--- config.mk ---
export PLATFORM = sky130hd
export DESIGN_NAME = wto_ctrl
export DESIGN_NICKNAME = d
export VERILOG_FILES = /design/src/rtl/wto_pkg.sv /design/src/rtl/wto_ctrl.sv
export SDC_FILE = /design/constraint.sdc
export NUM_CORES = 1
export LEC_CHECK = 0
export BUFFER_PORTS_ARGS = -buffer_cell sky130_fd_sc_hd__buf_2
export CORE_ASPECT_RATIO = 0.9
export CORE_MARGIN = 2
export CORE_UTILIZATION = 26
export DETAILED_ROUTE_END_ITERATION = 10
export PLACE_DENSITY = 0.43
export SYNTH_ARGS = -nofsm -noshare
export SYNTH_HDL_FRONTEND = slang
export SYNTH_SLANG_ARGS = --single-unit
--- constraint.sdc ---
create_clock -name clk -period 1.64 [get_ports clk]
set_clock_uncertainty 0.05 [all_clocks]
set_input_delay 0.328 -clock clk [delete_from_list [all_inputs] [get_ports clk]]
set_output_delay 0.328 -clock clk [all_outputs]
set_load 0.01 [all_outputs]
--- src/rtl/wto_pkg.sv ---
package wto_pkg;

  localparam int TABLE_DEPTH = 2048;
  localparam int SAMPLE_W    = 16;
  localparam int PHASE_W     = 32;
  localparam int ADDR_W      = $clog2(TABLE_DEPTH);
  localparam int TSIZE_W     = 12;
  localparam int FRAC_W      = 16;
  localparam int WGT_W       = FRAC_W + 1;
  localparam int TPOS_W      = PHASE_W + TSIZE_W;
  localparam int PROD_W      = SAMPLE_W + WGT_W + 1;
  localparam int MIX_W       = PROD_W + WGT_W + 1;
  localparam int Y_W         = MIX_W - 2 * FRAC_W;

  localparam int CFG_IDX_W   = 3;
  localparam int CFG_DATA_W  = 32;

  localparam logic [1:0] ACT_SAMPLE = 2'd0;
  localparam logic [1:0] ACT_WRITE  = 2'd1;
  localparam logic [1:0] ACT_RESET  = 2'd2;

  localparam logic [CFG_IDX_W-1:0] REG_PHASE_INC  = 3'd0;
  localparam logic [CFG_IDX_W-1:0] REG_TABLE_SIZE = 3'd1;
  localparam logic [CFG_IDX_W-1:0] REG_WAVE_MIX   = 3'd2;
  localparam logic [CFG_IDX_W-1:0] REG_START      = 3'd3;
  localparam logic [CFG_IDX_W-1:0] REG_FREE_RUN   = 3'd4;

  typedef struct packed {
    logic [1:0]                 action;
    logic [31:0]                fm_offset;
    logic                       wave_select;
    logic [10:0]                table_address;
    logic signed [SAMPLE_W-1:0] table_value;
  } item_t;

  typedef struct packed {
    logic signed [SAMPLE_W-1:0] sample;
  } result_t;

  typedef struct packed {
    logic load_item;
    logic write_table;
    logic reset_phase;
    logic load_out;
  } cmd_t;

endpackage

--- src/rtl/wto_ctrl.sv ---
module wto_ctrl (
  input  logic        clk,
  input  logic        rst,
  input  logic        item_valid,
  input  logic [1:0]  action,
  output logic        item_ready,
  output logic        result_valid,
  input  logic        result_ready,
  output wto_pkg::cmd_t cmd
);
  import wto_pkg::*;

  typedef enum logic [5:0] {
    S_IDLE   = 6'b000001,
    S_MUL    = 6'b000010,
    S_ADDR   = 6'b000100,
    S_INTERP = 6'b001000,
    S_MIX    = 6'b010000,
    S_OUT    = 6'b100000
  } state_t;

  state_t state, state_next;
  logic   out_valid, out_valid_next;
  logic   accept;

  assign item_ready   = (state == S_IDLE);
  assign result_valid = out_valid;
  assign accept       = item_valid && item_ready;

  always_comb begin
    state_next = state;
    cmd        = '0;
    unique case (state)
      S_IDLE: begin
        if (accept) begin
          case (action)
            ACT_SAMPLE: begin
              cmd.load_item = 1'b1;
              state_next    = S_MUL;
            end
            ACT_WRITE: cmd.write_table = 1'b1;
            ACT_RESET: cmd.reset_phase = 1'b1;
            default: ;
          endcase
        end
      end
      S_MUL:    state_next = S_ADDR;
      S_ADDR:   state_next = S_INTERP;
      S_INTERP: state_next = S_MIX;
      S_MIX:    state_next = S_OUT;
      S_OUT: begin
        // hold here until the output register is free or being emptied
        if (!out_valid || result_ready) begin
          cmd.load_out = 1'b1;
          state_next   = S_IDLE;
        end
      end
      default: state_next = S_IDLE;
    endcase
  end

  always_comb begin
    out_valid_next = out_valid;
    if (cmd.load_out) begin
      out_valid_next = 1'b1;
    end else if (result_ready) begin
      out_valid_next = 1'b0;
    end
  end

  always_ff @(posedge clk) begin
    if (rst) begin
      state     <= S_IDLE;
      out_valid <= 1'b0;
    end else begin
      state     <= state_next;
      out_valid <= out_valid_next;
    end
  end

endmodule

* Word-level counts from Yosys, hierarchy flattened
Index checks and enable logic that the tools add are counted. Widths: inputs -> output; s select.
Storage, ports and cells: register bits after elaboration 7, input port bits 6, output and inout port bits 6, logic and storage cells 32
Cells by class: equal/unequal tests 11, mux-type cells 13, reduce and logical (&&, ||, !) cells 6
Operators with widths (count):
- $pmux 6 s6 | 1
- $mux 6 | 3
- $mux 1 | 7
- $eq 6x1->1 const B | 1
- $eq 6x2->1 const B | 1
- $eq 6x3->1 const B | 1
- $eq 6x4->1 const B | 1
- $eq 6x5->1 const B | 1
- $eq 6x6->1 const B | 1
- $mux 3 | 2
- $ne 2x1->1 const B | 2
- $reduce_and 3->1 | 1
- $eq 2x1->1 const B | 1
- $eq 2x2->1 const B | 1
- $logic_not 2->1 | 1
- $ne 2x2->1 const B | 1
- $reduce_bool 2->1 | 1
- $logic_and 1x1->1 | 1
- $logic_not 1->1 | 1
- $logic_or 1x1->1 | 1

* Longest topological paths before layout
depth after elaboration 5, gate-level depth with buffers 4, gate-level depth less buffers 4

* Worst setup path after synthesis
Ideal clock, no wire load.
path type reg-to-output, from register state[2], to output port cmd[1] (netlist bit), data arrival time 1032 ps, required time 1262 ps, path slack 230 ps, cell stages (with the launch flop) 4, buffers on the path 0, path through dfxtp_1 -> nor3_4 -> nand3_1 -> nor3_1
RTL lines:
- from (decl) | line wto_ctrl.sv:22 | state_t state, state_next;
- from (signal assigned) | line wto_ctrl.sv:76 | state <= state_next;
- to (decl) | line wto_ctrl.sv:9 | output wto_pkg::cmd_t cmd

==> metrics.yaml <==
timing:
  rsz0062_at_grt: "true"
  fmax_ghz: 0.594
  fin_crit_sh: 1.03
  setup_viol: 3
  maxSlewHeadroom: 0.805
  postLayoutSetupSlackWorst_ns: -0.0438
  finalSetupTns_ns: -0.0706
  holdWs_ns: 0.250
  final_max_slew_viol_count: 0
  tightestPinTransition_ns: 0.292
  fin_crit_ns: 1.68
  hold_viol: 0
pwr:
  power.density_nw_per_um2: 712
  leakage_nw: 0.245
  p_total_w: 0.000393
  ir_worst_vdd_mv: 0.326
setup_path:
  path_buf_inv: 1
  arrival_ns: 1.31
  crit_required_ns: 1.26
  cpLargestDelayFamily: "simple AND/OR/NAND/NOR gates"
  path_class: "flop to output port"
  reg2reg_from: "state[3]"
  worstSetupPathDepth: 4
  critPathLaunchType: "flop"
  critPathMaxStageDelay_ns: 0.35
  crit_path_end_kind: "output port"
  setup.worst_path.start: "state[3]"
  cp_cell_sequence: "nor3_4 -> nand3_4 -> nor3_2 -> buf_2"
  critPathSlowestCell: "dfxtp_2"
  rr_worst_depth: 5
  critPathMaxFanout: 7
global_routing:
  grt_start_max_net_pins: 9
  overflow: 0
  grt_use_total: 0.118
  antenna_found_initial: 0
  grt_pass1_vias: 320
  grt_first_pass_wirelength_mm: 1.35
clock_tree:
  insertion_delay_ns: 0.25
  cts_htree_levels: 1
  clkSlewWorstSetupHoldPaths_ns: 0.05
  clockRootBuffer: "clkbuf_4"
  tritoncts: "yes"
  clkSinkCount: 7
  clock_path_buffers: 2
  hold_buffers: 0
  cts_made_buffers: 3
floorplanning:
  initial_core_util: 0.273
  die_h_um: 40.6
  pin_count: 12
  std_cell_rows: 13
  fp.coreArea_sq_um: 1420
  die_w_um: 44.6
  die_area_sq_um: 1810
drt:
  route.detailed.drc: 0
  viasPerCell: 5.01
  vias: 401
  drtIter0Drc: 9
  firstDrtPassIters: 4
  wl_um: 896
  ant_nets: 0
  wire_per_inst_um: 11.2
place:
  place_area_sq_um: 453
  port_buffers: 11
  place.gp.congestion: 0.752
  hpwlAfterDp_um: 596
job:
  max-cap-violations: 0
layout:
  n_antenna_cell: 0
  area_growth_pct: 42.7
  fin_nets: 72
  drive_gt1_frac: 0.477
  final_common_cell: "buf_2"
  final.fill_count: 158
  fin_util: 0.390
  final_cell_mix: "buf_2, buf_4, nor2_1, nor3_2, dfxtp_2"
  final_area_sq_um: 552
logic_synthesis:
  ys_top_cells_by_area: "dfxtp_1, and4bb_1, nor3_1"
  synth.distinct_cells: 22
  synth_seq_cells: 7
  syn_inst: 46
  yosys_warnings: 0
  syn_avg_cell_area_sq_um: 8.40
  synth_top_area_cell: "dfxtp_1"
  synth_area_sq_um: 387
  netlist.area_leader.share: 0.362
  ys_seq_area_frac: 0.362
  syn_nets: 52
status:
  status: "finished with violations"
  violations: "negative setup slack"
hold_path:
  whs_path_depth: 2
  hp-start: "action[1]"
  holdCritPathClass: "input pin to flop"
-- worst paths after layout --
kind | endpoint | slack, ns
max reg2reg | state[0] | 0.23
min reg2reg | state[4] | 0.44
min | state[1] | 0.25
max | cmd[3] | -0.04
-- logic make-up (layout without fill, tap and decap cells) --
group / count (synthesis) / count (layout) / synth area share
AOI/OAI and AO/OA: 7 / 7 / 0.120
xor gates and xnor gates: 1 / 1 / 0.0227
buffers and inverters: 4 / 23 / 0.0485
DFF: 7 / 7 / 0.362
and+or+nand+nor: 27 / 27 / 0.447
-- flip-flops by register name, summed over array words and instances (netlist names) --
signal and cells:
result_valid 1, state 6
-- per-stage QoR --
stage | cells | worst slack (ns)
global route | 80 | -0.112
floorplan | 46 | 0.230
global placement | 71 | 0.160
CTS | 78 | -0.0273
finish | 80 | -0.0438
detailed placement | 71 | 0.151
-- power by group --
| part | switching, W | internal, W | leakage (nW) |
|---|---|---|---|
| registers | 0.00000562 | 0.000174 | 0.0577 |
| logic | 0.0000286 | 0.0000293 | 0.172 |
| clock network | 0.0000628 | 0.0000928 | 0.0150 |
-- metal layers --
| metal | vias up | routed length [um] | GRT usage |
|---|---|---|---|
| li1 | 203 | - | - |
| met1 | 181 | 373 | 0.117 |
| met2 | 17 | 451 | 0.185 |
| met3 | 0 | 70 | 0.0676 |
| met4 | 0 | 0 | 0.0909 |
| met5 | - | 0 | 0 |
-- final cells by class --
type	instances	area (sq um)	area share
Clock buffer	4	26.3	0.0476
Multi-Input combinational cell	35	258	0.467
Inverter	3	11.3	0.0204
Timing Repair Buffer	16	92.6	0.168
Tap cell	15	18.8	0.0340
Sequential cell	7	145	0.263
-- repair_timing --
action	CTS	global route
setup endpoints to repair	4	5
buffers inserted	3	2
gates resized for setup	4	6
pin swaps	3	3
-- synth_stat cells --
cell type  count
dfxtp_1        7
nor2_1         5
nor3_1         4
nand2_1        3
nand2b_1       3
a21oi_1        2
and4bb_1       2
inv_1          2
nand3_1        2
nor2b_1        2
nor3b_1        2
o21ai_0        2
a221o_1        1
and4_1         1
buf_4          1
inv_2          1
nor3_2         1
nor3_4         1
nor4_1         1
o211ai_1       1
o311ai_1       1
xor2_1         1
No activity file was read; power rests on OpenSTA's default activity.
